===== src/rtl/rsbr_pkg.sv =====
// ----------------------------------------------------------------------------
// rsbr_pkg
// shared types and constants of the raster sampler and screen point blender
// ----------------------------------------------------------------------------
package rsbr_pkg;

  // raster and fixed point geometry
  localparam int COORD_BITS = 12;
  localparam int SIZE_W     = COORD_BITS + 1;
  localparam int ROW_W      = 13;
  localparam int WT_W       = 16;
  localparam int STEP_W     = WT_W + 1;
  localparam int REM_W      = SIZE_W;
  localparam int HALF_SHIFT = WT_W - 1;
  localparam int DIV_NUM_W  = REM_W + WT_W;
  localparam int DIV_STEPS  = WT_W;
  localparam int DIV_CNT_W  = $clog2(DIV_STEPS);
  localparam int POINT_W    = 16;
  localparam int NUM_AXES   = 3;

  // configuration port
  localparam int CFG_DATA_W = 48;
  localparam int CFG_IDX_W  = 3;

  localparam int QUEUE_DEPTH_DEF = 4;

  typedef logic [COORD_BITS-1:0]  coord_t;
  typedef logic [SIZE_W-1:0]      size_t;
  typedef logic [ROW_W-1:0]       row_t;
  typedef logic [WT_W-1:0]        wt_t;
  typedef logic [STEP_W-1:0]      step_t;
  typedef logic [REM_W-1:0]       rem_t;
  typedef logic signed [POINT_W-1:0] point_t;
  typedef logic [CFG_IDX_W-1:0]   cfg_idx_t;
  typedef logic [CFG_DATA_W-1:0]  cfg_data_t;

  localparam size_t SIZE_MAX    = SIZE_W'(1 << COORD_BITS);
  localparam size_t SIZE_ONE    = SIZE_W'(1);
  localparam size_t WIDE_RESET  = SIZE_W'(640);
  localparam size_t HIGH_RESET  = SIZE_W'(480);

  // register indexes
  localparam cfg_idx_t REG_PIXELS_WIDE  = CFG_IDX_W'(0);
  localparam cfg_idx_t REG_PIXELS_HIGH  = CFG_IDX_W'(1);
  localparam cfg_idx_t REG_EYE_POSITION = CFG_IDX_W'(2);
  localparam cfg_idx_t REG_CORNER_LL    = CFG_IDX_W'(3);
  localparam cfg_idx_t REG_CORNER_UL    = CFG_IDX_W'(4);
  localparam cfg_idx_t REG_CORNER_LR    = CFG_IDX_W'(5);
  localparam cfg_idx_t REG_CORNER_UR    = CFG_IDX_W'(6);

  // weight position along one axis: quotient and remainder against the size
  typedef struct packed {
    wt_t  q;
    rem_t r;
  } wpos_t;

  // per-pixel increment of a weight position
  typedef struct packed {
    step_t q;
    rem_t  r;
  } wstep_t;

  // divider request and response
  typedef struct packed {
    logic                 start;
    logic [DIV_NUM_W-1:0] num;
    size_t                den;
  } div_req_t;

  typedef struct packed {
    logic done;
    wt_t  quo;
    rem_t rem;
  } div_rsp_t;

  // classified request handed from front to back
  typedef struct packed {
    coord_t sx;
    coord_t sy;
    wt_t    u;
    wt_t    v;
    logic   done;
  } item_t;

endpackage


===== src/rtl/rsbr_fifo.sv =====
// ----------------------------------------------------------------------------
// rsbr_fifo
// short request queue between the scan front and the blend back end
// ----------------------------------------------------------------------------
module rsbr_fifo #(
  parameter int DEPTH = rsbr_pkg::QUEUE_DEPTH_DEF
) (
  input  logic            clk,
  input  logic            rst_n,
  input  logic            push,
  input  rsbr_pkg::item_t push_item,
  output logic            full,
  input  logic            pop,
  output rsbr_pkg::item_t head,
  output logic            head_valid
);
  import rsbr_pkg::*;

  localparam int PTR_W = (DEPTH > 1) ? $clog2(DEPTH) : 1;
  localparam int CNT_W = $clog2(DEPTH + 1);

  item_t            slot_r [DEPTH];
  logic [PTR_W-1:0] wr_ptr_r, rd_ptr_r;
  logic [CNT_W-1:0] count_r;

  // pointer and fill level
  always_ff @(posedge clk) begin
    if (!rst_n) begin
      wr_ptr_r <= '0;
      rd_ptr_r <= '0;
      count_r  <= '0;
    end else begin
      if (push) begin
        wr_ptr_r <= (wr_ptr_r == PTR_W'(DEPTH - 1)) ? '0 : wr_ptr_r + PTR_W'(1);
      end
      if (pop) begin
        rd_ptr_r <= (rd_ptr_r == PTR_W'(DEPTH - 1)) ? '0 : rd_ptr_r + PTR_W'(1);
      end
      unique case ({push, pop})
        2'b10:   count_r <= count_r + CNT_W'(1);
        2'b01:   count_r <= count_r - CNT_W'(1);
        default: count_r <= count_r;
      endcase
    end
  end

  // storage
  always_ff @(posedge clk) begin
    if (push) begin
      slot_r[wr_ptr_r] <= push_item;
    end
  end

  assign head       = slot_r[rd_ptr_r];
  assign head_valid = (count_r != '0);
  assign full       = (count_r == CNT_W'(DEPTH));

endmodule


===== config.mk =====
export PLATFORM = sky130hd
export DESIGN_NAME = rsbr_fifo
export DESIGN_NICKNAME = d
export VERILOG_FILES = /design/src/rtl/rsbr_pkg.sv /design/src/rtl/rsbr_fifo.sv
export SDC_FILE = /design/constraint.sdc
export NUM_CORES = 1
export LEC_CHECK = 0
export BUFFER_PORTS_ARGS = -buffer_cell sky130_fd_sc_hd__buf_4
export CORE_AREA = 2 2 127 129
export DETAILED_ROUTE_END_ITERATION = 10
export DIE_AREA = 0 0 129 131
export PLACE_DENSITY = 0.81
export RECOVER_POWER = 50
export SLEW_MARGIN = 20
export SYNTH_ARGS = -nofsm -noshare
export SYNTH_HDL_FRONTEND = slang
export SYNTH_SLANG_ARGS = --single-unit

===== constraint.sdc =====
create_clock -name clk -period 2.6 [get_ports clk]
set_input_delay 0 -clock clk [delete_from_list [all_inputs] [get_ports clk]]
set_output_delay 0 -clock clk [all_outputs]
set_load 0.005 [all_outputs]

==> results.yml <==
critical_path:
  critPathMaxFanout: 34
  critPathLaunchType: "flip-flop"
  path_class: "reg2reg"
  crit_required_ns: 2.78
  endpoint_kind: "flip-flop"
  rr_startpoint: "wr_ptr_r[0]"
  crit_start: "wr_ptr_r[0]"
  worstPathArrival_ns: 2.40
synthesis:
  syn_area_per_cell_um2: 25.5
  seq_area_frac_synth_pct: 81.0
  synth_area_um2: 8670
  synth_cell_types: 20
  synth_top_area_cell: "edfxtp_1"
  yosysWarningCount: 0
  syn_nets: 408
  synthTopCellsByArea: "edfxtp_1, mux4_2, dfxtp_1"
  synth_top_area_share_pct: 78.9
  synth.ff_latch_count: 237
  netlist_instances: 340
final_layout:
  diodes: 0
  area_growth_pct: 26.8
  nets: 609
  drive_gt1_share_pct: 30.0
  final_util_pct: 70.5
  nFillCells: 990
routing:
  top_layer_used: "met4"
  drt_pass1_iterations: 4
  routed_wirelength_um: 15600
  num_vias: 4135
  met2_length_um: 8250
  avgViaCountPerCell: 5.36
  met1Wirelength_um: 6420
  ant_nets: 0
  wl_met3_um: 786
  drt_iter0_drc: 238
  wl_per_cell_um: 20.2
  drc: 0
pwr:
  p_sw_share_pct: 20.4
  seqPwrFrac_pct: 52.9
  pwr-share-clk_pct: 37.9
  irDropWorstVdd_mv: 0.622
  p_leak_nw: 3.64
  pwr-share-comb_pct: 9.2
  powerDensity_nw_per_um2: 757
  p_int_mw: 6.63
  p_switching_mw: 1.70
floorplanning:
  die_w_um: 129
  fp-row-count: 46
  initial_core_util_pct: 55.6
  die-area_um2: 16900
  core_area_um2: 15600
  io_pins: 120
  die_h_um: 131
min_path:
  hp-start: "push_item[14]"
  hold_path.class: "in2reg"
flow_run:
  maxCapViolations: 0
clock_tree:
  ctsResizeCount: 0
  cts_sinks: 237
  cts_buffers: 23
  clkTransAtPathRegs_ns: 0.06
  cts_buffer_depth: 3
  cts-htree-levels: 1
  cts_root_buffer: "clkbuf_16"
  clk_latency_ns: 0.49
  cts_setup_buffers: 0
  cts_tree: "done"
sta:
  setup_tns_ns: 0
  skew_ns: 0.00543
  finalHoldViolCount: 0
  final-setup-viol-count: 0
  drv_slew: 0
  tightest_slew_ns: 1.28
  max_slew_margin_pct: 15.0
  fmax_mhz: 449
  rsz0062_at_grt: "false"
  period_needed_ns: 2.22
  fin_crit_sh_pct: 85.6
grt:
  grt_pass1_wl_um: 23800
  grt.total_usage_pct: 18.8
  grt_max_degree: 58
  grt_pass1_vias: 4421
  grt_remaining_overflow: 0
  antenna_found_initial: 0
place:
  port_buffers: 119
  hpwl_um: 9100
  gp_congestion: 0.693
outcome:
  outcome: "completed"
## area by class of cell
class / instances / area (um2) / area share [%]
timing repair buffer: 188 / 1410 / 12.8
multi-input combinational: 88 / 1550 / 14.1
clock inverter: 13 / 124 / 1.13
inverter: 3 / 11.3 / 0.102
clock buffer: 27 / 601 / 5.46
sequential: 237 / 7030 / 63.9
tap: 216 / 270 / 2.46
## what timing repair did
| item | 4_1_cts | 5_1_grt |
|---|---|---|
| endpoints found under the setup margin | 0 | 0 |
| endpoints found under the hold margin | 237 | 0 |
| hold buffers | 60 | 0 |
## registers in the layout (all words and copies together) (netlist names), named ones only
register	count
slot_r	228
count_r	3
rd_ptr_r	2
wr_ptr_r	2
## layer usage
| layer | track usage (%) | up-vias |
|---|---|---|
| met4 | 5.31 | 0 |
| met5 | 0 | - |
| met1 | 25.4 | 2149 |
| li1 | - | 1850 |
| met3 | 3.38 | 17 |
| met2 | 32.4 | 119 |
## placed cells by master (no fill, tap or decap), types with 3 or more instances in the layout
cell type | netlist | routed
mux4_2 | 57 | 57
clkinvlp_4 | 0 | 3
dfxtp_1 | 9 | 7
buf_12 | 0 | 5
nor2b_1 | 5 | 5
mux2i_1 | 3 | 3
inv_1 | 3 | 3
ha_1 | 6 | 6
nor3b_1 | 3 | 3
dlygate4sd3_1 | 0 | 60
clkbuf_16 | 0 | 23
buf_4 | 2 | 64
clkbuf_1 | 2 | 61
clkinv_2 | 0 | 5
edfxtp_1 | 228 | 228
## worst max-delay path, stage by stage, from the launching register on
cell and delay, ns:
dfxtp_1 0.40, ha_1 0.17, and2_1 0.97, buf_12 0.33
## synth_stat cells (all sizes together)
library cell and count:
o21a 1, nor3b 3, edfxtp 228, fa 1, ha 6, dfxtp 9
and2 5, mux4 57, inv 3, o21ai 1, a21boi 1, buf 10
or3 2, a21oi 1, mux2i 3, clkbuf 2, xnor2 2, nor2b 5
## logic make-up after synthesis
logic type,share of synthesized area [%]
XOR/XNOR,0.202
adder cells (fa/ha/maj),1.10
AO/OA/AOI/OAI,0.288
AND/OR/NAND/NOR,1.13
multiplexers,15.1
flip-flops,81.0
buffers and inverters,1.14
## worst paths after layout
path	end	slack, ns	cells past startpoint
setup / recovery	slot_r[1][6]	0.38	3
hold / removal	slot_r[3][14]	0.30	2
setup reg to reg	slot_r[1][6]	0.38	3
hold reg to reg	count_r[2]	0.53	2
## power by group through the flow
| stage | registers (mW) | clock network, mW | logic [mW] |
|---|---|---|---|
| floorplan | 4.47 | 0 | 0.359 |
| global placement | 4.47 | 0 | 0.718 |
| detailed placement | 4.49 | 0 | 0.736 |
| CTS | 4.41 | 3.22 | 0.817 |
| global route | 4.42 | 3.38 | 0.826 |
| finish | 4.41 | 3.16 | 0.764 |
## through the flow
step / area [um2] / setup WS, ns / instances / hold slack, ns / power, mW
after floorplan: 8670 / 0.280 / 340 / 0.0989 / 4.83
after global placement: 9890 / 0.923 / 672 / 0.200 / 5.19
after detailed placement: 9890 / 0.871 / 672 / 0.204 / 5.23
after CTS: 11200 / 0.394 / 772 / 0.236 / 8.45
after global routing: 11000 / 0.226 / 772 / 0.312 / 8.62
final: 11000 / 0.375 / 772 / 0.304 / 8.33
No activity file was read; power rests on OpenSTA's default activity.
