File: config.mk
export PLATFORM = sky130hd
export DESIGN_NAME = rsbr_front_flat
export DESIGN_NICKNAME = d
export VERILOG_FILES = /design/src/rtl/rsbr_pkg.sv /design/src/rtl/rsbr_if.sv /design/src/rtl/rsbr_front.sv /design/src/flat_wrapper.sv
export SDC_FILE = /design/constraint.sdc
export NUM_CORES = 1
export LEC_CHECK = 0
export BUFFER_PORTS_ARGS = -buffer_cell sky130_fd_sc_hd__buf_2
export CORE_ASPECT_RATIO = 0.8
export CORE_MARGIN = 5
export CORE_UTILIZATION = 55
export DETAILED_ROUTE_END_ITERATION = 8
export GPL_TIMING_DRIVEN = 0
export MAX_ROUTING_LAYER = met4
export PLACE_DENSITY = 0.78
export SLEW_MARGIN = 20
export SYNTH_ARGS = -nofsm -noshare
export SYNTH_HDL_FRONTEND = slang
export SYNTH_SLANG_ARGS = --single-unit
File: constraint.sdc
create_clock -name clk -period 6.9 [get_ports clk]
set_clock_uncertainty 0.1 [all_clocks]
set_input_delay 0.345 -clock clk [delete_from_list [all_inputs] [get_ports clk]]
set_output_delay 0.345 -clock clk [all_outputs]
set_load 0.02 [all_outputs]
File: src/rtl/rsbr_pkg.sv
// ----------------------------------------------------------------------------
// rsbr_pkg
// shared types and constants of the raster sampler and screen point blender
// ----------------------------------------------------------------------------
package rsbr_pkg;

  // raster and fixed point geometry
  localparam int COORD_BITS = 12;
  localparam int SIZE_W     = COORD_BITS + 1;
  localparam int ROW_W      = 13;
  localparam int WT_W       = 16;
  localparam int STEP_W     = WT_W + 1;
  localparam int REM_W      = SIZE_W;
  localparam int HALF_SHIFT = WT_W - 1;
  localparam int DIV_NUM_W  = REM_W + WT_W;
  localparam int DIV_STEPS  = WT_W;
  localparam int DIV_CNT_W  = $clog2(DIV_STEPS);
  localparam int POINT_W    = 16;
  localparam int NUM_AXES   = 3;

  // configuration port
  localparam int CFG_DATA_W = 48;
  localparam int CFG_IDX_W  = 3;

  localparam int QUEUE_DEPTH_DEF = 4;

  typedef logic [COORD_BITS-1:0]  coord_t;
  typedef logic [SIZE_W-1:0]      size_t;
  typedef logic [ROW_W-1:0]       row_t;
  typedef logic [WT_W-1:0]        wt_t;
  typedef logic [STEP_W-1:0]      step_t;
  typedef logic [REM_W-1:0]       rem_t;
  typedef logic signed [POINT_W-1:0] point_t;
  typedef logic [CFG_IDX_W-1:0]   cfg_idx_t;
  typedef logic [CFG_DATA_W-1:0]  cfg_data_t;

  localparam size_t SIZE_MAX    = SIZE_W'(1 << COORD_BITS);
  localparam size_t SIZE_ONE    = SIZE_W'(1);
  localparam size_t WIDE_RESET  = SIZE_W'(640);
  localparam size_t HIGH_RESET  = SIZE_W'(480);

  // register indexes
  localparam cfg_idx_t REG_PIXELS_WIDE  = CFG_IDX_W'(0);
  localparam cfg_idx_t REG_PIXELS_HIGH  = CFG_IDX_W'(1);
  localparam cfg_idx_t REG_EYE_POSITION = CFG_IDX_W'(2);
  localparam cfg_idx_t REG_CORNER_LL    = CFG_IDX_W'(3);
  localparam cfg_idx_t REG_CORNER_UL    = CFG_IDX_W'(4);
  localparam cfg_idx_t REG_CORNER_LR    = CFG_IDX_W'(5);
  localparam cfg_idx_t REG_CORNER_UR    = CFG_IDX_W'(6);

  // weight position along one axis: quotient and remainder against the size
  typedef struct packed {
    wt_t  q;
    rem_t r;
  } wpos_t;

  // per-pixel increment of a weight position
  typedef struct packed {
    step_t q;
    rem_t  r;
  } wstep_t;

  // divider request and response
  typedef struct packed {
    logic                 start;
    logic [DIV_NUM_W-1:0] num;
    size_t                den;
  } div_req_t;

  typedef struct packed {
    logic done;
    wt_t  quo;
    rem_t rem;
  } div_rsp_t;

  // classified request handed from front to back
  typedef struct packed {
    coord_t sx;
    coord_t sy;
    wt_t    u;
    wt_t    v;
    logic   done;
  } item_t;

endpackage

File: src/rtl/rsbr_if.sv
// ----------------------------------------------------------------------------
// rsbr channel interfaces
// valid/ready channels for the restart request and the sample result
// ----------------------------------------------------------------------------
interface rsbr_in_if;
  import rsbr_pkg::*;

  logic valid;
  logic ready;
  logic restart;

  modport source (output valid, output restart, input ready);
  modport sink   (input valid, input restart, output ready);
endinterface


File: src/rtl/rsbr_front.sv
// ----------------------------------------------------------------------------
// rsbr_front
// raster scan counters and incremental pixel centre weights; sets up the
// weight bases with the divider after reset and after a size write
// ----------------------------------------------------------------------------
module rsbr_front (
  input  logic               clk,
  input  logic               rst_n,
  rsbr_in_if.sink            in_ch,
  input  rsbr_pkg::size_t    width_i,
  input  rsbr_pkg::size_t    height_i,
  input  logic               size_wr,
  output rsbr_pkg::div_req_t div_req,
  input  rsbr_pkg::div_rsp_t div_rsp,
  output logic               push,
  output rsbr_pkg::item_t    push_item,
  input  logic               queue_full
);
  import rsbr_pkg::*;

  // setup sequencer codes
  localparam logic [2:0] ST_RUN    = 3'd0;
  localparam logic [2:0] ST_BASE_W = 3'd1;
  localparam logic [2:0] ST_BASE_H = 3'd2;
  localparam logic [2:0] ST_CUR_U  = 3'd3;
  localparam logic [2:0] ST_CUR_V  = 3'd4;
  localparam logic [2:0] ST_STEP   = 3'd5;

  logic [2:0] state_r;
  logic       issued_r;
  coord_t     col_r;
  row_t       row_r;
  wpos_t      base_u_r, base_v_r, u_r, v_r;
  wstep_t     step_u_r, step_v_r;

  logic       in_div;
  logic       capture;
  logic       accept;
  logic       wrap;
  row_t       div_idx;
  size_t      div_den;
  coord_t     eff_col;
  row_t       eff_row;
  wpos_t      eff_u, eff_v, nxt_u, nxt_v;
  logic       done_hit;
  logic       last_col;

  // advance a weight position by one pixel
  function automatic wpos_t wt_advance(wpos_t p, wstep_t s, size_t den);
    logic [REM_W:0]  rsum;
    logic            carry;
    logic [STEP_W:0] qsum;
    wpos_t           res;
    rsum  = {1'b0, p.r} + {1'b0, s.r};
    carry = (rsum >= {1'b0, den});
    qsum  = {2'b00, p.q} + {1'b0, s.q} + (STEP_W + 1)'(carry);
    res.q = qsum[WT_W-1:0];
    res.r = carry ? REM_W'(rsum - {1'b0, den}) : rsum[REM_W-1:0];
    return res;
  endfunction

  // per-pixel step from the weight of pixel zero: twice the half step
  function automatic wstep_t step_of(wpos_t b, size_t den);
    logic [REM_W:0] two_r;
    logic           ge;
    wstep_t         res;
    two_r = {b.r, 1'b0};
    ge    = (two_r >= {1'b0, den});
    res.q = {b.q, 1'b0} + STEP_W'(ge);
    res.r = ge ? REM_W'(two_r - {1'b0, den}) : two_r[REM_W-1:0];
    return res;
  endfunction

  // column left beyond a shrunk width moves to the next row
  assign wrap = ({1'b0, col_r} >= width_i);

  // divider job for the current setup step
  assign in_div = (state_r == ST_BASE_W) || (state_r == ST_BASE_H) ||
                  (state_r == ST_CUR_U)  || (state_r == ST_CUR_V);
  assign capture = in_div && issued_r && div_rsp.done;

  always_comb begin
    unique case (state_r)
      ST_BASE_W: begin
        div_idx = '0;
        div_den = width_i;
      end
      ST_BASE_H: begin
        div_idx = '0;
        div_den = height_i;
      end
      ST_CUR_U: begin
        div_idx = wrap ? '0 : ROW_W'(col_r);
        div_den = width_i;
      end
      ST_CUR_V: begin
        div_idx = row_r + ROW_W'(wrap);
        div_den = height_i;
      end
      default: begin
        div_idx = '0;
        div_den = width_i;
      end
    endcase
  end

  assign div_req.start = in_div && !issued_r;
  assign div_req.num   = {div_idx, 1'b1, HALF_SHIFT'(0)};
  assign div_req.den   = div_den;

  // classify the request against the scan position
  assign in_ch.ready = (state_r == ST_RUN) && !queue_full;
  assign accept      = in_ch.valid && in_ch.ready;

  assign eff_col  = (in_ch.restart || wrap) ? '0 : col_r;
  assign eff_row  = in_ch.restart ? '0 : (row_r + ROW_W'(wrap));
  assign eff_u    = in_ch.restart ? base_u_r : u_r;
  assign eff_v    = in_ch.restart ? base_v_r : v_r;
  assign done_hit = (eff_row >= height_i);
  assign last_col = (({1'b0, eff_col} + SIZE_ONE) >= width_i);
  assign nxt_u    = wt_advance(eff_u, step_u_r, width_i);
  assign nxt_v    = wt_advance(eff_v, step_v_r, height_i);

  assign push           = accept;
  assign push_item.sx   = eff_col;
  assign push_item.sy   = eff_row[COORD_BITS-1:0];
  assign push_item.u    = eff_u.q;
  assign push_item.v    = eff_v.q;
  assign push_item.done = done_hit;

  // setup sequencer and scan counters
  always_ff @(posedge clk) begin
    if (!rst_n) begin
      state_r  <= ST_BASE_W;
      issued_r <= 1'b0;
      col_r    <= '0;
      row_r    <= '0;
    end else if (size_wr) begin
      state_r  <= ST_BASE_W;
      issued_r <= 1'b0;
    end else begin
      unique case (state_r)
        ST_RUN: begin
          if (accept) begin
            if (done_hit) begin
              col_r <= '0;
              row_r <= '0;
            end else if (last_col) begin
              col_r <= '0;
              row_r <= eff_row + ROW_W'(1);
            end else begin
              col_r <= eff_col + COORD_BITS'(1);
              row_r <= eff_row;
            end
          end
        end
        ST_BASE_W, ST_BASE_H, ST_CUR_U, ST_CUR_V: begin
          if (!issued_r) begin
            issued_r <= 1'b1;
          end else if (div_rsp.done) begin
            issued_r <= 1'b0;
            state_r  <= state_r + 3'd1;
          end
        end
        ST_STEP: begin
          state_r <= ST_RUN;
        end
        default: begin
          state_r <= ST_BASE_W;
        end
      endcase
    end
  end

  // weight bases, steps and running weights
  always_ff @(posedge clk) begin
    if (capture) begin
      unique case (state_r)
        ST_BASE_W: base_u_r <= {div_rsp.quo, div_rsp.rem};
        ST_BASE_H: base_v_r <= {div_rsp.quo, div_rsp.rem};
        ST_CUR_U:  u_r      <= {div_rsp.quo, div_rsp.rem};
        ST_CUR_V:  v_r      <= {div_rsp.quo, div_rsp.rem};
        default: ;
      endcase
    end
    if (state_r == ST_STEP) begin
      step_u_r <= step_of(base_u_r, width_i);
      step_v_r <= step_of(base_v_r, height_i);
    end
    if (accept) begin
      if (done_hit) begin
        u_r <= base_u_r;
        v_r <= base_v_r;
      end else if (last_col) begin
        u_r <= base_u_r;
        v_r <= nxt_v;
      end else begin
        u_r <= nxt_u;
        v_r <= eff_v;
      end
    end
  end

endmodule

File: src/flat_wrapper.sv
// flat-port wrapper written by rule: the top's interface ports become plain ports
module rsbr_front_flat import rsbr_pkg::*;
  (clk, rst_n, width_i, height_i, size_wr, div_req, div_rsp, push, push_item, queue_full, in_ch_valid, in_ch_restart, in_ch_ready);
  rsbr_in_if in_ch_i ();
  input  logic clk;
  input  logic rst_n;
  input  rsbr_pkg::size_t width_i;
  input  rsbr_pkg::size_t height_i;
  input  logic size_wr;
  output rsbr_pkg::div_req_t div_req;
  input  rsbr_pkg::div_rsp_t div_rsp;
  output logic push;
  output rsbr_pkg::item_t push_item;
  input  logic queue_full;
  input wire logic [$bits(in_ch_i.valid)-1:0] in_ch_valid;
  input wire logic [$bits(in_ch_i.restart)-1:0] in_ch_restart;
  output wire logic [$bits(in_ch_i.ready)-1:0] in_ch_ready;
  assign in_ch_i.valid = in_ch_valid;
  assign in_ch_i.restart = in_ch_restart;
  assign in_ch_ready = in_ch_i.ready;
  rsbr_front u_core (.clk(clk), .rst_n(rst_n), .in_ch(in_ch_i), .width_i(width_i), .height_i(height_i), .size_wr(size_wr), .div_req(div_req), .div_rsp(div_rsp), .push(push), .push_item(push_item), .queue_full(queue_full));
endmodule
==> flow_metrics.py <==
metrics = {
    "timing": {
        "max_freq_mhz": 151,
        "setup_viol": 0,
        "maxSlewHeadroom_pct": 12.4,
        "hold_ws_ns": 0.0193,
        "setup_tns_ns": 0,
        "rsz0062_at_grt": "false",
        "tightestPinTransition_ns": 1.28,
        "min_period_ns": 6.62,
        "slew_viol_final": 0,
        "fin_crit_sh_pct": 95.9,
        "finalHoldViolations": 0,
    },
    "place": {
        "dp_hpwl_um": 38000,
        "routabilityCongestion": 1.00,
        "numPortBuffers": 146,
    },
    "yosys": {
        "synth_top_area_share_pct": 33.6,
        "synth-simple-area-share_pct": 14.0,
        "syn_area_um2": 15500,
        "avgSynthCellArea_um2": 9.64,
        "synth_seq_cells": 203,
        "yosys.area_share.adder_pct": 13.6,
        "synth_top_family_by_area": "compound AO/OA/AOI/OAI gates",
        "async_flop_share_pct": 0,
        "ys.warnings.count": 0,
        "synth.distinct_cells": 82,
        "syn_inst": 1612,
        "synth_top_cell_by_area": "edfxtp_1",
        "yosys-top-cells-area": "edfxtp_1 34%, ha_1 12%, mux2_2 3.9%, xnor2_1 3.8%, dfxtp_1 3.7%",
        "synthMuxAreaShare_pct": 7.08,
        "yosysSeqAreaShare_pct": 37.4,
        "synth_compound_area_share_pct": 17.4,
        "synth-xor-area-share_pct": 6.14,
        "ys.flop_type": "edfxtp_1",
        "synth_edf_count": 174,
    },
    "pwr": {
        "p_per_area_nw_per_um2": 179,
        "switching_share_pct": 29.2,
        "p_leak_nw": 7.44,
        "ir_worst_vdd_mv": 0.175,
        "p_clk_share_pct": 37.4,
        "p_int_mw": 2.28,
        "power_frac_seq_pct": 42.2,
        "switchingPower_mw": 0.941,
        "comb_power_share_pct": 20.4,
    },
    "grt": {
        "grt_max_degree": 48,
        "grt-ovfl-total": 0,
        "grt_pass1_wl_um": 75800,
        "grtUsageTotal_pct": 31.4,
        "antenna_found_initial": 1,
        "grt_pass1_vias": 13221,
    },
    "cells_and_area": {
        "multi_input_area_um2": 9200,
        "layout_commonest_cell": "edfxtp_1",
        "n_fill_cell": 2284,
        "layout_common_cells": "174 x edfxtp_1, 152 x buf_2, 152 x ha_1",
        "seq_area_um2": 5810,
        "fin_nets": 2052,
        "drive_above_1_share_pct": 17.6,
        "area.growth.synth_to_final_pct": 15.9,
    },
    "floorplan": {
        "die_h_um": 160,
        "die_x_um": 198,
        "core-area_um2": 28100,
        "start_util_pct": 55.4,
        "rows": 55,
        "io_pins": 164,
        "dieArea_um2": 31700,
    },
    "setup_path": {
        "cp.required_ns": 7.07,
        "start_kind": "flip-flop",
        "criticalPathCategory": "flip-flop to flip-flop",
        "cp-end-kind": "flip-flop",
        "startpoint": "u_core.base_v_r[0]",
        "critPathMaxFanout": 10,
        "timing.rr.start": "u_core.base_v_r[0]",
        "critical_path_arrival_ns": 6.78,
    },
    "cts": {
        "cts_buffers": 23,
        "path_clk_slew_ns": 0.06,
        "htree_levels": 1,
        "cts_tree": "built",
        "cts.sink_count": 203,
        "clock_path_buffers": 3,
        "clk_latency_ns": 0.55,
        "cts-root-buf": "clkbuf_16",
    },
    "run": {
        "cap_violations": 0,
    },
    "drt": {
        "vias": 13868,
        "first_iter_violations": 1395,
        "post-route-drc-count": 0,
        "antenna_left": 0,
        "vias_per_cell": 6.26,
        "wl_per_cell_um": 22.9,
        "wl_um": 50700,
        "dr.pass1.iters": 5,
    },
    "outcome": {
        "outcome": "complete, no violations",
    },
    "hold_path": {
        "min_path_type": "primary input to flip-flop",
        "holdCritStartpoint": "div_rsp[4]",
    },
}
==> metrics by stage <==
stage	power [mW]	std cells	setup WS, ns	util, %	area [um2]
CTS	3.20	2210	0.0356	63.8	17900
floorplan	1.83	1626	0.0541	-	15600
detailed placement	2.00	2146	-2.06	60.3	16900
global placement	1.99	2142	-2.01	59.8	16800
finish	3.22	2214	0.284	64.2	18000
global route	3.32	2214	0.00762	64.2	18000
==> routing by layer <==
metal | up-vias | part of all wire (%) | global-route usage (%)
met5 | - | 0 | -
met4 | 0 | 4.2 | 11.2
met3 | 133 | 11 | 7.99
met2 | 788 | 44 | 46.6
met1 | 6588 | 40 | 41.9
li1 | 6359 | - | -
==> sequential cells by signal (all words and copies together), names as in the netlist <==
register         flops
u_core.state_r       3
u_core.step_u_r     29
u_core.row_r        13
u_core.base_v_r     29
u_core.step_v_r     29
u_core.issued_r      1
u_core.base_u_r     29
u_core.col_r        12
u_core.u_r          29
u_core.v_r          29
==> worst max-delay path, cell delays in order, from the launching register on <==
cell and delay (ns):
edfxtp_1 0.52, mux2_2 0.35, ha_1 0.22, fa_1 0.44, a211oi_2 0.32, o21ai_1 0.15
nor3b_1 0.16, a311oi_1 0.33, nor2b_1 0.21, xnor2_1 0.12, ha_1 0.38, nand4_1 0.12
nor4_2 0.35, a211oi_4 0.09, buf_8 0.16, fa_1 0.42, fa_1 0.44, nor2b_1 0.14
o21ai_1 0.08, a21oi_1 0.29, o21ai_1 0.17, o21ai_1 0.25, a31oi_1 0.14, xnor2_1 0.14
mux2i_1 0.15, a21oi_1 0.09
==> area by class of cell <==
type | instances | area share (%)
multi-input combinational | 1271 | 51.1
sequential | 203 | 32.2
tap | 370 | 2.57
antenna | 1 | 0.0139
inverter | 86 | 1.79
timing repair buffer | 178 | 6.11
clock inverter | 15 | 0.701
buffer | 64 | 2.23
clock buffer | 26 | 3.26
==> power groups by stage <==
stage	Combinational [mW]	Sequential, mW	Clock (mW)
2_1_floorplan	0.452	1.38	0
3_3_place_gp	0.603	1.38	0
3_5_place_dp	0.620	1.38	0
4_1_cts	0.640	1.36	1.20
5_1_grt	0.712	1.36	1.25
6_report	0.657	1.36	1.20
==> cell usage after synthesis, types with 8 or more instances <==
cell      instances
edfxtp_1        174
ha_1            153
nand2_1         127
nor2_1          122
a21oi_1         111
inv_1            81
o21ai_1          72
xnor2_1          67
o21ai_0          65
mux2_2           54
nor3_1           42
xor2_1           42
clkbuf_1         39
mux2i_1          32
nand3_1          30
dfxtp_1          29
a21o_1           26
nor2b_1          25
nand2b_1         19
buf_4            18
nand4_1          18
o21a_1           18
a211oi_1         17
and3_1           17
and2_1           14
mux2_1           14
or3_1            12
fa_1             10
o211ai_1          9
a221o_1           8
a22oi_1           8
a31oi_1           8
nor4_1            8
o21bai_1          8
==> repair_timing <==
| action | CTS | global route |
|---|---|---|
| resized for setup | 21 | 29 |
| pin swaps | 1 | 3 |
| setup buffers | 1 | 4 |
| hold buffers | 23 | 0 |
| setup endpoints to repair | 46 | 67 |
| endpoints found under the hold margin | 45 | 0 |
==> worst paths after layout <==
kind	end	slack [ns]	depth (start not counted)
worst max-delay path	u_core.v_r[27]	0.28	25
worst min-delay path	u_core.base_v_r[4]	0.02	1
worst max register to register	u_core.v_r[27]	0.28	25
worst min register to register	u_core.row_r[12]	0.36	2
==> kinds of logic after synthesis <==
kind of cell	count (synthesis)
simple gates	456
compound gates	426
flops	203
fa+ha+maj	163
buf+inv	152
xor+xnor	109
mux	101
other cells	2
Note: power is estimated with default switching activity, not from simulation.
