===== src/rtl/rsbr_pkg.sv =====
// ----------------------------------------------------------------------------
// rsbr_pkg
// shared types and constants of the raster sampler and screen point blender
// ----------------------------------------------------------------------------
package rsbr_pkg;

  // raster and fixed point geometry
  localparam int COORD_BITS = 12;
  localparam int SIZE_W     = COORD_BITS + 1;
  localparam int ROW_W      = 13;
  localparam int WT_W       = 16;
  localparam int STEP_W     = WT_W + 1;
  localparam int REM_W      = SIZE_W;
  localparam int HALF_SHIFT = WT_W - 1;
  localparam int DIV_NUM_W  = REM_W + WT_W;
  localparam int DIV_STEPS  = WT_W;
  localparam int DIV_CNT_W  = $clog2(DIV_STEPS);
  localparam int POINT_W    = 16;
  localparam int NUM_AXES   = 3;

  // configuration port
  localparam int CFG_DATA_W = 48;
  localparam int CFG_IDX_W  = 3;

  localparam int QUEUE_DEPTH_DEF = 4;

  typedef logic [COORD_BITS-1:0]  coord_t;
  typedef logic [SIZE_W-1:0]      size_t;
  typedef logic [ROW_W-1:0]       row_t;
  typedef logic [WT_W-1:0]        wt_t;
  typedef logic [STEP_W-1:0]      step_t;
  typedef logic [REM_W-1:0]       rem_t;
  typedef logic signed [POINT_W-1:0] point_t;
  typedef logic [CFG_IDX_W-1:0]   cfg_idx_t;
  typedef logic [CFG_DATA_W-1:0]  cfg_data_t;

  localparam size_t SIZE_MAX    = SIZE_W'(1 << COORD_BITS);
  localparam size_t SIZE_ONE    = SIZE_W'(1);
  localparam size_t WIDE_RESET  = SIZE_W'(640);
  localparam size_t HIGH_RESET  = SIZE_W'(480);

  // register indexes
  localparam cfg_idx_t REG_PIXELS_WIDE  = CFG_IDX_W'(0);
  localparam cfg_idx_t REG_PIXELS_HIGH  = CFG_IDX_W'(1);
  localparam cfg_idx_t REG_EYE_POSITION = CFG_IDX_W'(2);
  localparam cfg_idx_t REG_CORNER_LL    = CFG_IDX_W'(3);
  localparam cfg_idx_t REG_CORNER_UL    = CFG_IDX_W'(4);
  localparam cfg_idx_t REG_CORNER_LR    = CFG_IDX_W'(5);
  localparam cfg_idx_t REG_CORNER_UR    = CFG_IDX_W'(6);

  // weight position along one axis: quotient and remainder against the size
  typedef struct packed {
    wt_t  q;
    rem_t r;
  } wpos_t;

  // per-pixel increment of a weight position
  typedef struct packed {
    step_t q;
    rem_t  r;
  } wstep_t;

  // divider request and response
  typedef struct packed {
    logic                 start;
    logic [DIV_NUM_W-1:0] num;
    size_t                den;
  } div_req_t;

  typedef struct packed {
    logic done;
    wt_t  quo;
    rem_t rem;
  } div_rsp_t;

  // classified request handed from front to back
  typedef struct packed {
    coord_t sx;
    coord_t sy;
    wt_t    u;
    wt_t    v;
    logic   done;
  } item_t;

endpackage


===== src/rtl/rsbr_div.sv =====
// ----------------------------------------------------------------------------
// rsbr_div
// restoring divider, one quotient bit per cycle, for the pixel centre weights
// ----------------------------------------------------------------------------
module rsbr_div (
  input  logic               clk,
  input  logic               rst_n,
  input  rsbr_pkg::div_req_t req,
  output rsbr_pkg::div_rsp_t rsp
);
  import rsbr_pkg::*;

  logic                 busy_r;
  logic                 done_r;
  logic [DIV_CNT_W-1:0] cnt_r;
  rem_t                 rem_r;
  wt_t                  shq_r;
  size_t                den_r;
  logic [REM_W+1:0]     trial;
  logic                 fits;

  // trial subtract of the divisor from the partial remainder
  assign trial = {1'b0, rem_r, shq_r[WT_W-1]} - {2'b00, den_r};
  assign fits  = ~trial[REM_W+1];

  // step control
  always_ff @(posedge clk) begin
    if (!rst_n) begin
      busy_r <= 1'b0;
      done_r <= 1'b0;
      cnt_r  <= '0;
    end else if (req.start) begin
      busy_r <= 1'b1;
      done_r <= 1'b0;
      cnt_r  <= DIV_CNT_W'(DIV_STEPS - 1);
    end else if (busy_r) begin
      busy_r <= (cnt_r != '0);
      done_r <= (cnt_r == '0);
      cnt_r  <= cnt_r - DIV_CNT_W'(1);
    end else begin
      done_r <= 1'b0;
    end
  end

  // remainder and shared dividend/quotient shift register
  always_ff @(posedge clk) begin
    if (req.start) begin
      rem_r <= req.num[DIV_NUM_W-1 -: REM_W];
      shq_r <= req.num[WT_W-1:0];
      den_r <= req.den;
    end else if (busy_r) begin
      rem_r <= fits ? trial[REM_W-1:0] : {rem_r[REM_W-2:0], shq_r[WT_W-1]};
      shq_r <= {shq_r[WT_W-2:0], fits};
    end
  end

  assign rsp.done = done_r;
  assign rsp.quo  = shq_r;
  assign rsp.rem  = rem_r;

endmodule


===== config.mk =====
export PLATFORM = sky130hd
export DESIGN_NAME = rsbr_div
export DESIGN_NICKNAME = d
export VERILOG_FILES = /design/src/rtl/rsbr_pkg.sv /design/src/rtl/rsbr_div.sv
export SDC_FILE = /design/constraint.sdc
export NUM_CORES = 1
export LEC_CHECK = 0
export ABC_AREA = 1
export ABC_CLOCK_PERIOD_IN_PS = 2000
export BUFFER_PORTS_ARGS = -buffer_cell sky130_fd_sc_hd__buf_2
export CAP_MARGIN = 20
export CORE_AREA = 2 2 82 84
export DETAILED_ROUTE_END_ITERATION = 12
export DIE_AREA = 0 0 84 86
export PLACE_DENSITY = 0.75
export SETUP_SLACK_MARGIN = 0.1
export SYNTH_ARGS = -nofsm -noshare
export SYNTH_HDL_FRONTEND = slang
export SYNTH_SLANG_ARGS = --single-unit

===== constraint.sdc =====
create_clock -name clk -period 2 [get_ports clk]
set_input_delay 0.1 -clock clk [delete_from_list [all_inputs] [get_ports clk]]
set_output_delay 0.1 -clock clk [all_outputs]
set_load 0.01 [all_outputs]

==> flow_summary.yaml, run 1 <==
yosys:
  ys_top_cells_by_count: "nand2_1 (145), inv_1 (53), edfxtp_1 (42), nand3_1 (22), nor2_1 (16)"
  yosysUniqueCellTypes: 30
  yosys_warnings: 0
  synthArstFlopShare_pct: 0
  synth_area_mm2: 0.00297
  synth_seq_cells: 48
  synth_top_area_share_pct: 42.4
  synth_top_cell_by_area: "edfxtp_1"
  synth_cells: 366
  synth.top_cells.by_area: "edfxtp_1 (42%), nand2_1 (18%), inv_1 (6.7%)"
  syn_avg_cell_area_um2: 8.12
  synth_edf_count: 42
  yosysSeqAreaShare_pct: 46.5
  yosys_most_used_dff: "edfxtp_1"
  synth_most_common_cell: "nand2_1"
  synth_fp_nets: 426
worst_setup_path:
  cp_cell_sequence: "ha_4, fa_2, inv_2, nand2_2, nand3_2, nand2_4, nand2_8, clkbuf_16, nand2_4, nand3_2, nand2_1"
  end_kind: "flip-flop"
  crit_required_ps: 2070
  cp_slowest_cell: "edfxtp_1"
  critPathKind: "flip-flop to flip-flop"
  slowest_delay_ps: 430
  crit_family: "adder cells"
  startpoint_type: "flip-flop"
  critPathMaxFanout: 7
  reg2reg_slack_ps: 20
  critPathBufInv: 2
  cp_data_arrival_time_ps: 2050
floorplanning:
  die-area_mm2: 0.00722
  io_pins: 75
  dieHeight_um: 86
  initial_core_util_pct: 47.4
  core_area_mm2: 0.00628
  die-width_um: 84
  rows: 29
place:
  hpwl_um: 5230
  place_area_mm2: 0.00361
  portBuffers: 74
  gp_routability_congestion: 0.866
sta:
  slew_viol_final: 0
  worst_slew_pin_slew_ps: 378
  post-route-period-util_pct: 99.0
  rsz0062_at_grt: "true"
  tns_ps: 0
  layout_min_cycle_time_ps: 1980
  clock_skew_ps: 7.19
  max_slew_margin_pct: 74.8
  fmax_mhz: 505
  report.final.setup_viol: 0
  final_hold_viol_count: 0
grt:
  grt_pass1_vias: 2576
  grt_start_max_net_pins: 33
  grt.overflow.total: 0
  grt_pass1_wl_um: 11400
  antenna_found_initial: 0
  grt.total_usage_pct: 19.7
power_and_ir_drop:
  ir_drop_mv: 0.459
  power.density_mw_per_mm2: 933
  design_power_total_mw: 3.78
  leakagePower_nw: 2.04
final_layout:
  layout.nets: 536
  n_antenna_cell: 0
  final_area_mm2: 0.00405
  drive_gt1_share_pct: 34.8
  syn_to_final_growth_pct: 36.4
clocking:
  insertion_delay_ps: 310
  clkSinkCount: 48
  cts_tree: "done"
  cts_inserted_buffers: 5
  clk_pin_slew_worst_paths_ps: 90
  cts_htree_levels: 2
  root_buffer: "clkbuf_8"
  clockBufferDepth: 2
detailed_routing:
  routed_wl_um: 7240
  viasPerCell: 4.99
  drt-initial-drc-count: 140
  ant_nets: 0
  first_pass_iters: 4
  drc: 0
  via_count: 2762
  wire_per_inst_um: 13.1
run:
  maxCapViolCount: 0
run_status:
  outcome: "finished clean"
min_path:
  hold_class: "input port to flip-flop"
[routing by layer]
layer	GRT usage, %	routed length (um)
met1	23.9	3160
met2	35.3	3530
met3	4.43	481
met4	5.57	76
met5	0	0
[power breakdown]
part           switching [mW]  internal (mW)  total [mW]
Clock                   0.353          0.250       0.603
Combinational           0.989          0.835        1.82
Sequential             0.0921           1.26        1.35
[through the flow]
step                      util, %  std cells  hold slack (ps)  setup WS, ps
final                        64.6        554             26.7          20.9
after global routing         64.6        554             54.4         -50.8
after CTS                    62.4        550             18.2          72.9
after detailed placement     57.5        524              278          27.7
after global placement       57.5        524              276          85.8
after floorplan                 -        366              198          64.9
[state kept, by name, summed over array words and instances (netlist names)]
| signal | cells |
|---|---|
| busy_r | 1 |
| cnt_r | 4 |
| den_r | 13 |
| done_r | 1 |
| rem_r | 13 |
| shq_r | 16 |
[area by class of cell]
cell class / count / area (um^2)
Fill cell: 523 / 2220
Inverter: 56 / 210
Timing Repair Buffer: 112 / 738
Multi-Input combinational cell: 253 / 1540
Tap cell: 77 / 96.3
Clock inverter: 2 / 16.3
Sequential cell: 48 / 1380
Clock buffer: 6 / 72.6
[timing repair]
item	4_1_cts	5_1_grt
hold buffers	13	0
endpoints found under the hold margin	13	0
setup endpoints to repair	10	14
resized for setup	8	25
buffers inserted	5	3
pin swaps	3	6
gates cloned	0	1
[logic make-up after synthesis]
| logic type | after synthesis | share of synthesized area, % |
|---|---|---|
| AND/OR/NAND/NOR | 217 | 33.2 |
| adder cells (fa/ha/maj) | 15 | 6.57 |
| XOR/XNOR | 4 | 1.18 |
| AO/OA/AOI/OAI | 17 | 3.54 |
| flip-flops | 48 | 46.5 |
| buffers and inverters | 65 | 9.05 |
[final timing paths]
path,startpoint,end,depth (start not counted)
worst max-delay path,den_r[0],rem_r[6],11
worst min-delay path,rst_n,cnt_r[2],3
worst min register to register,cnt_r[3],cnt_r[3],2
worst max register to register,den_r[0],rem_r[6],11
[layout by cell type (no fill, tap or decap), types with 8 or more instances in the layout]
master / Yosys / routed
ha_4: 0 / 10
inv_2: 3 / 8
buf_4: 2 / 20
dlygate4sd3_1: 0 / 13
nand3_2: 9 / 13
inv_1: 53 / 48
edfxtp_1: 42 / 42
nand2_1: 145 / 135
buf_2: 1 / 74
nand2_2: 7 / 14
nand3_1: 22 / 17
nor2_1: 16 / 15
[worst register-to-register path: stages (launching register included)]
cell,delay [ps]
edfxtp_1,430
ha_4,190
fa_2,410
inv_2,90
nand2_2,50
nand3_2,80
nand2_4,70
nand2_8,110
clkbuf_16,160
nand2_4,50
nand3_2,60
nand2_1,50
No activity file was read; power rests on OpenSTA's default activity.
==> inputs of run 2 (changes only) <==
Settings changed: ABC_CLOCK_PERIOD_IN_PS 2000 to unset, CORE_AREA 2 2 82 84 to 2 2 81 83, DIE_AREA 0 0 84 86 to 0 0 83 85, PLACE_DENSITY 0.75 to 0.74.
Clock period 2 ns to 2.5 ns, I/O delays scaled along.
==> flow_summary.yaml, run 2 (synthesis gave the netlist of run 1 again) <==
worst_setup_path:
  crit_required_ps: 2570
  r2r-end: "rem_r[9]"
  slowest_delay_ps: 470
  reg2reg_slack_ps: 280
  end_kind: "flip-flop"
  cp_cell_sequence: "ha_1, nand2_1, inv_1, nand2_1, nand3_2, nand2_4, nand2_4, nand2_1, nand2_1, nand2_1, nand2_1"
  reg2reg_from: "rem_r[4]"
  cp.depth: 11
  reg2regPathDepth: 11
  critPathKind: "flip-flop to flip-flop"
  critPathBufInv: 1
  critPathMaxFanout: 18
  critPathLaunch: "rem_r[4]"
  cp_data_arrival_time_ps: 2290
  cp_slowest_cell: "edfxtp_1"
  endpoint: "rem_r[9]"
  crit_top_cell: "nand2_1"
  startpoint_type: "flip-flop"
  crit_family: "simple AND/OR/NAND/NOR gates"
sta:
  fmax_mhz: 450
  max_slew_margin_pct: 68.0
  clock_skew_ps: 6.92
  report.final.setup_viol: 0
  post-route-period-util_pct: 88.9
  tns_ps: 0
  worst_slew_pin_slew_ps: 480
  slew_viol_final: 0
  rsz0062_at_grt: "false"
  final_hold_viol_count: 0
  layout_min_cycle_time_ps: 2220
detailed_routing:
  wire_per_inst_um: 12.7
  drt-initial-drc-count: 146
  via_count: 2645
  first_pass_iters: 5
  ant_nets: 0
  drc: 0
  viasPerCell: 4.95
  routed_wl_um: 6800
floorplanning:
  die-area_mm2: 0.00706
  rows: 29
  core_area_mm2: 0.00620
  io_pins: 75
  initial_core_util_pct: 47.9
  dieHeight_um: 85
  die-width_um: 83
power_and_ir_drop:
  power.internal_mw: 1.79
  p_clk_share_pct: 22.3
  leakagePower_nw: 1.93
  comb_power_share_pct: 39.1
  p_seq_share_pct: 38.6
  swShare_pct: 35.9
  power.density_mw_per_mm2: 758
  ir_drop_mv: 0.395
  p_switching_mw: 1.00
final_layout:
  fin_cells: 534
  n_antenna_cell: 0
  reg.largest.list: "shq_r x16, den_r x13, rem_r x13"
  top_register: "shq_r"
  layout.nets: 516
  syn_to_final_growth_pct: 24.1
  largest_register_ffs: 16
  mostFrequentLayoutCells: "nand2_1 (145), buf_2 (74), inv_1 (53)"
  layout_commonest_cell: "nand2_1"
  num-fill-cells: 590
  drive_gt1_share_pct: 24.9
run_status:
  outcome: "finished clean"
place:
  placed_cells: 513
  hpwl_um: 5150
  gp_routability_congestion: 0.856
  portBuffers: 74
grt:
  grt_pass1_vias: 2742
  antenna_found_initial: 0
  grt_pass1_wl_um: 11700
  grt.total_usage_pct: 20.1
  grt.overflow.total: 0
  grt_start_max_net_pins: 31
clocking:
  cts_htree_levels: 2
  clockBufferDepth: 2
  clkSinkCount: 48
  cts_tree: "done"
  insertion_delay_ps: 300
  root_buffer: "clkbuf_8"
  cts_inserted_buffers: 5
  post-cts-setup-buffer-count: 0
  clk_pin_slew_worst_paths_ps: 90
  post_cts_resized: 0
min_path:
  hold_class: "input port to flip-flop"
run:
  maxCapViolCount: 0
run 2: changes by cell type in the layout (fill, tap and decap cells not counted), sizes merged:
| cell | before | now |
|---|---|---|
| bufinv | 0 | 1 |
| clkinvlp | 1 | 0 |
| clkinv | 1 | 0 |
| buf | 98 | 79 |
run 2: metal layers:
layer / wire (um) / vias to the layer above / track usage (%)
li1: - / 1349 / -
met1: 2800 / 1206 / 22.8
met2: 3450 / 79 / 37.7
met3: 436 / 11 / 4.57
met4: 112 / 0 / 5.96
met5: 0 / - / 0
run 2: worst min path at each step:
| stage | startpoint | to | cells past startpoint | slack [ps] |
|---|---|---|---|---|
| detailed placement | req[7] | den_r[7] | 1 | 300 |
| global route | req[27] | shq_r[14] | 3 | 90 |
| global placement | req[10] | den_r[10] | 1 | 300 |
| floorplan | rst_n | cnt_r[2] | 2 | 220 |
| CTS | req[10] | den_r[10] | 1 | 2 |
| finish | rst_n | cnt_r[2] | 3 | 80 |
run 2: stage by stage:
stage | worst slack [ps] | instance area (um^2) | util [%] | total power [mW] | hold WS [ps]
floorplan | 461 | 2970 | - | 1.89 | 223
global placement | 319 | 3430 | 55.3 | 2.14 | 301
detailed placement | 284 | 3430 | 55.3 | 2.17 | 303
CTS | 269 | 3680 | 59.3 | 2.81 | 1.74
global route | 107 | 3690 | 59.4 | 3.00 | 94.4
finish | 278 | 3690 | 59.4 | 2.80 | 82.2
run 2: area by class of cell:
class / instances / area, um^2 / share of cell area, %
tap: 77 / 96.3 / 2.61
inverter: 56 / 210 / 5.70
timing repair buffer: 92 / 551 / 14.9
sequential: 48 / 1380 / 37.4
clock buffer: 7 / 97.6 / 2.65
clock inverter: 1 / 30.0 / 0.814
multi-input combinational: 253 / 1320 / 35.9
run 2: what timing repair did:
item / CTS / global route
endpoints found under the setup margin: 0 / 0
endpoints found under the hold margin: 12 / 1
hold buffers: 12 / 1
run 2: worst min-delay path, delay by kind of cell:
family	cells	cell delay [ps]
and+or+nand+nor	1	60
buffers and inverters	2	170
run 2: power groups by stage:
stage	Combinational, mW	Clock, mW	Sequential [mW]
final	1.09	0.624	1.08
after global placement	1.04	0	1.10
after floorplan	0.761	0	1.12
after global routing	1.24	0.660	1.10
after detailed placement	1.07	0	1.10
after CTS	1.09	0.636	1.08
==> inputs of run 3 (changes only) <==
Settings changed: BUFFER_PORTS_ARGS -buffer_cell sky130_fd_sc_hd__buf_2 to unset, DONT_BUFFER_PORTS set to 1, PLACE_DENSITY 0.74 to unset.
==> flow_summary.yaml, run 3 (synthesis gave the netlist of run 1 again) <==
run_status:
  outcome: "finished clean"
worst_setup_path:
  cp_slowest_cell: "edfxtp_1"
  reg2reg_slack_ps: 320
  critPathBufInv: 2
  critPathKind: "flip-flop to flip-flop"
  cp_cell_sequence: "inv_1, ha_1, fa_1, inv_1, nand2_1, nand3_2, nand2_4, nand2_8, nand3_2, nand3_1, nand2_1"
  crit_family: "simple AND/OR/NAND/NOR gates"
  critPathMaxFanout: 18
  end_kind: "flip-flop"
  crit_required_ps: 2560
  startpoint_type: "flip-flop"
  reg2regPathDepth: 11
  slowest_delay_ps: 430
  reg2reg_from: "shq_r[15]"
  r2r-end: "rem_r[5]"
  cp_data_arrival_time_ps: 2240
clocking:
  insertion_delay_ps: 300
  root_buffer: "clkbuf_8"
  cts_htree_levels: 2
  clockBufferDepth: 2
  clkSinkCount: 48
  cts_tree: "done"
  cts_inserted_buffers: 5
  clk_pin_slew_worst_paths_ps: 90
sta:
  rsz0062_at_grt: "false"
  slew_viol_final: 0
  max_slew_margin_pct: 48.7
  tns_ps: 0
  final_hold_viol_count: 0
  report.final.setup_viol: 0
  fin_ws_ps: 322
  worst_slew_pin_slew_ps: 767
  fmax_mhz: 459
  clock_skew_ps: 10.3
  post-route-period-util_pct: 87.1
  layout_min_cycle_time_ps: 2180
floorplanning:
  io_pins: 75
  die-width_um: 83
  dieHeight_um: 85
  core_area_mm2: 0.00620
  die-area_mm2: 0.00706
  rows: 29
  initial_core_util_pct: 47.9
grt:
  grt_pass1_vias: 2323
  grt.overflow.total: 0
  grt_start_max_net_pins: 34
  grt_pass1_wl_um: 11000
  grt.total_usage_pct: 19.6
  antenna_found_initial: 0
min_path:
  min_path_cells: 2
  min_to: "shq_r[3]"
  hp-start: "req[16]"
  hold_class: "input port to flip-flop"
detailed_routing:
  routed_wl_um: 6620
  via_count: 2343
  viasPerCell: 5.04
  drc: 0
  drt-initial-drc-count: 108
  first_pass_iters: 4
  wire_per_inst_um: 14.2
  ant_nets: 0
final_layout:
  multi_input_area_mm2: 0.00133
  mostFrequentLayoutCells: "nand2_1 (145), inv_1 (53), edfxtp_1 (42)"
  n_antenna_cell: 0
  top_register: "shq_r"
  num-fill-cells: 581
  drive_gt1_share_pct: 9.79
  layout_commonest_cell: "nand2_1"
  reg.largest.list: "shq_r x16, den_r x13, rem_r x13"
  syn_to_final_growth_pct: 13.2
  seqCellArea_mm2: 0.00138
  layout.nets: 447
  final_area_mm2: 0.00336
  largest_register_ffs: 16
power_and_ir_drop:
  ir_drop_mv: 0.356
  leakagePower_nw: 1.65
  power.density_mw_per_mm2: 789
  design_power_total_mw: 2.65
place:
  pre_cts_slack_ps: 253
  gp_routability_congestion: 0.895
  portBuffers: 0
  place_area_mm2: 0.00303
  hpwl_um: 4600
run:
  maxCapViolCount: 0
run 3: layout make-up:
class | instances | share of cell area, %
clock buffers | 8 | 3.64
inverters | 56 | 6.25
multi-input cells | 253 | 39.6
flip-flops and latches | 48 | 41.1
well taps | 77 | 2.86
repair buffers | 23 | 6.62
run 3: report_power, final:
group	internal [mW]	switching, mW
clock	0.319	0.262
combinational	0.356	0.580
sequential	1.01	0.124
total	1.69	0.966
run 3: worst register-to-register path: stages, from the launching register on:
cell,delay (ps)
edfxtp_1,430
inv_1,60
ha_1,220
fa_1,420
inv_1,120
nand2_1,70
nand3_2,100
nand2_4,120
nand2_8,180
nand3_2,80
nand3_1,80
nand2_1,60
run 3: metal layers:
layer | wire length [um] | part of all wire [%] | global-route usage (%)
met3 | 395 | 6.0 | 5.84
met5 | 0 | 0 | 0
met1 | 2930 | 44 | 24.1
met2 | 3170 | 48 | 32.9
met4 | 120 | 1.8 | 7.30
run 3: repair_timing:
item,in CTS,in global routing
hold buffers,20,0
buffers inserted,0,0
resized for setup,0,1
hold endpoints to repair,35,0
endpoints found under the setup margin,0,4
run 3: worst max path at each step:
stage	slack, ps	depth (start not counted)	end	startpoint
floorplan	460	12	rem_r[10]	shq_r[15]
global placement	290	11	rem_r[4]	shq_r[15]
detailed placement	250	11	rem_r[7]	shq_r[15]
CTS	230	11	rem_r[4]	shq_r[15]
global route	130	12	rem_r[11]	rem_r[8]
finish	320	11	rem_r[5]	shq_r[15]
run 3: metrics by stage:
| stage | utilization, % | hold slack (ps) | cells |
|---|---|---|---|
| after floorplan | - | 223 | 366 |
| after detailed placement | 48.9 | 224 | 437 |
| after global placement | 48.9 | 224 | 437 |
| after CTS | 54.1 | 0.443 | 465 |
| after global routing | 54.2 | 6.95 | 465 |
| final | 54.2 | 3.25 | 465 |
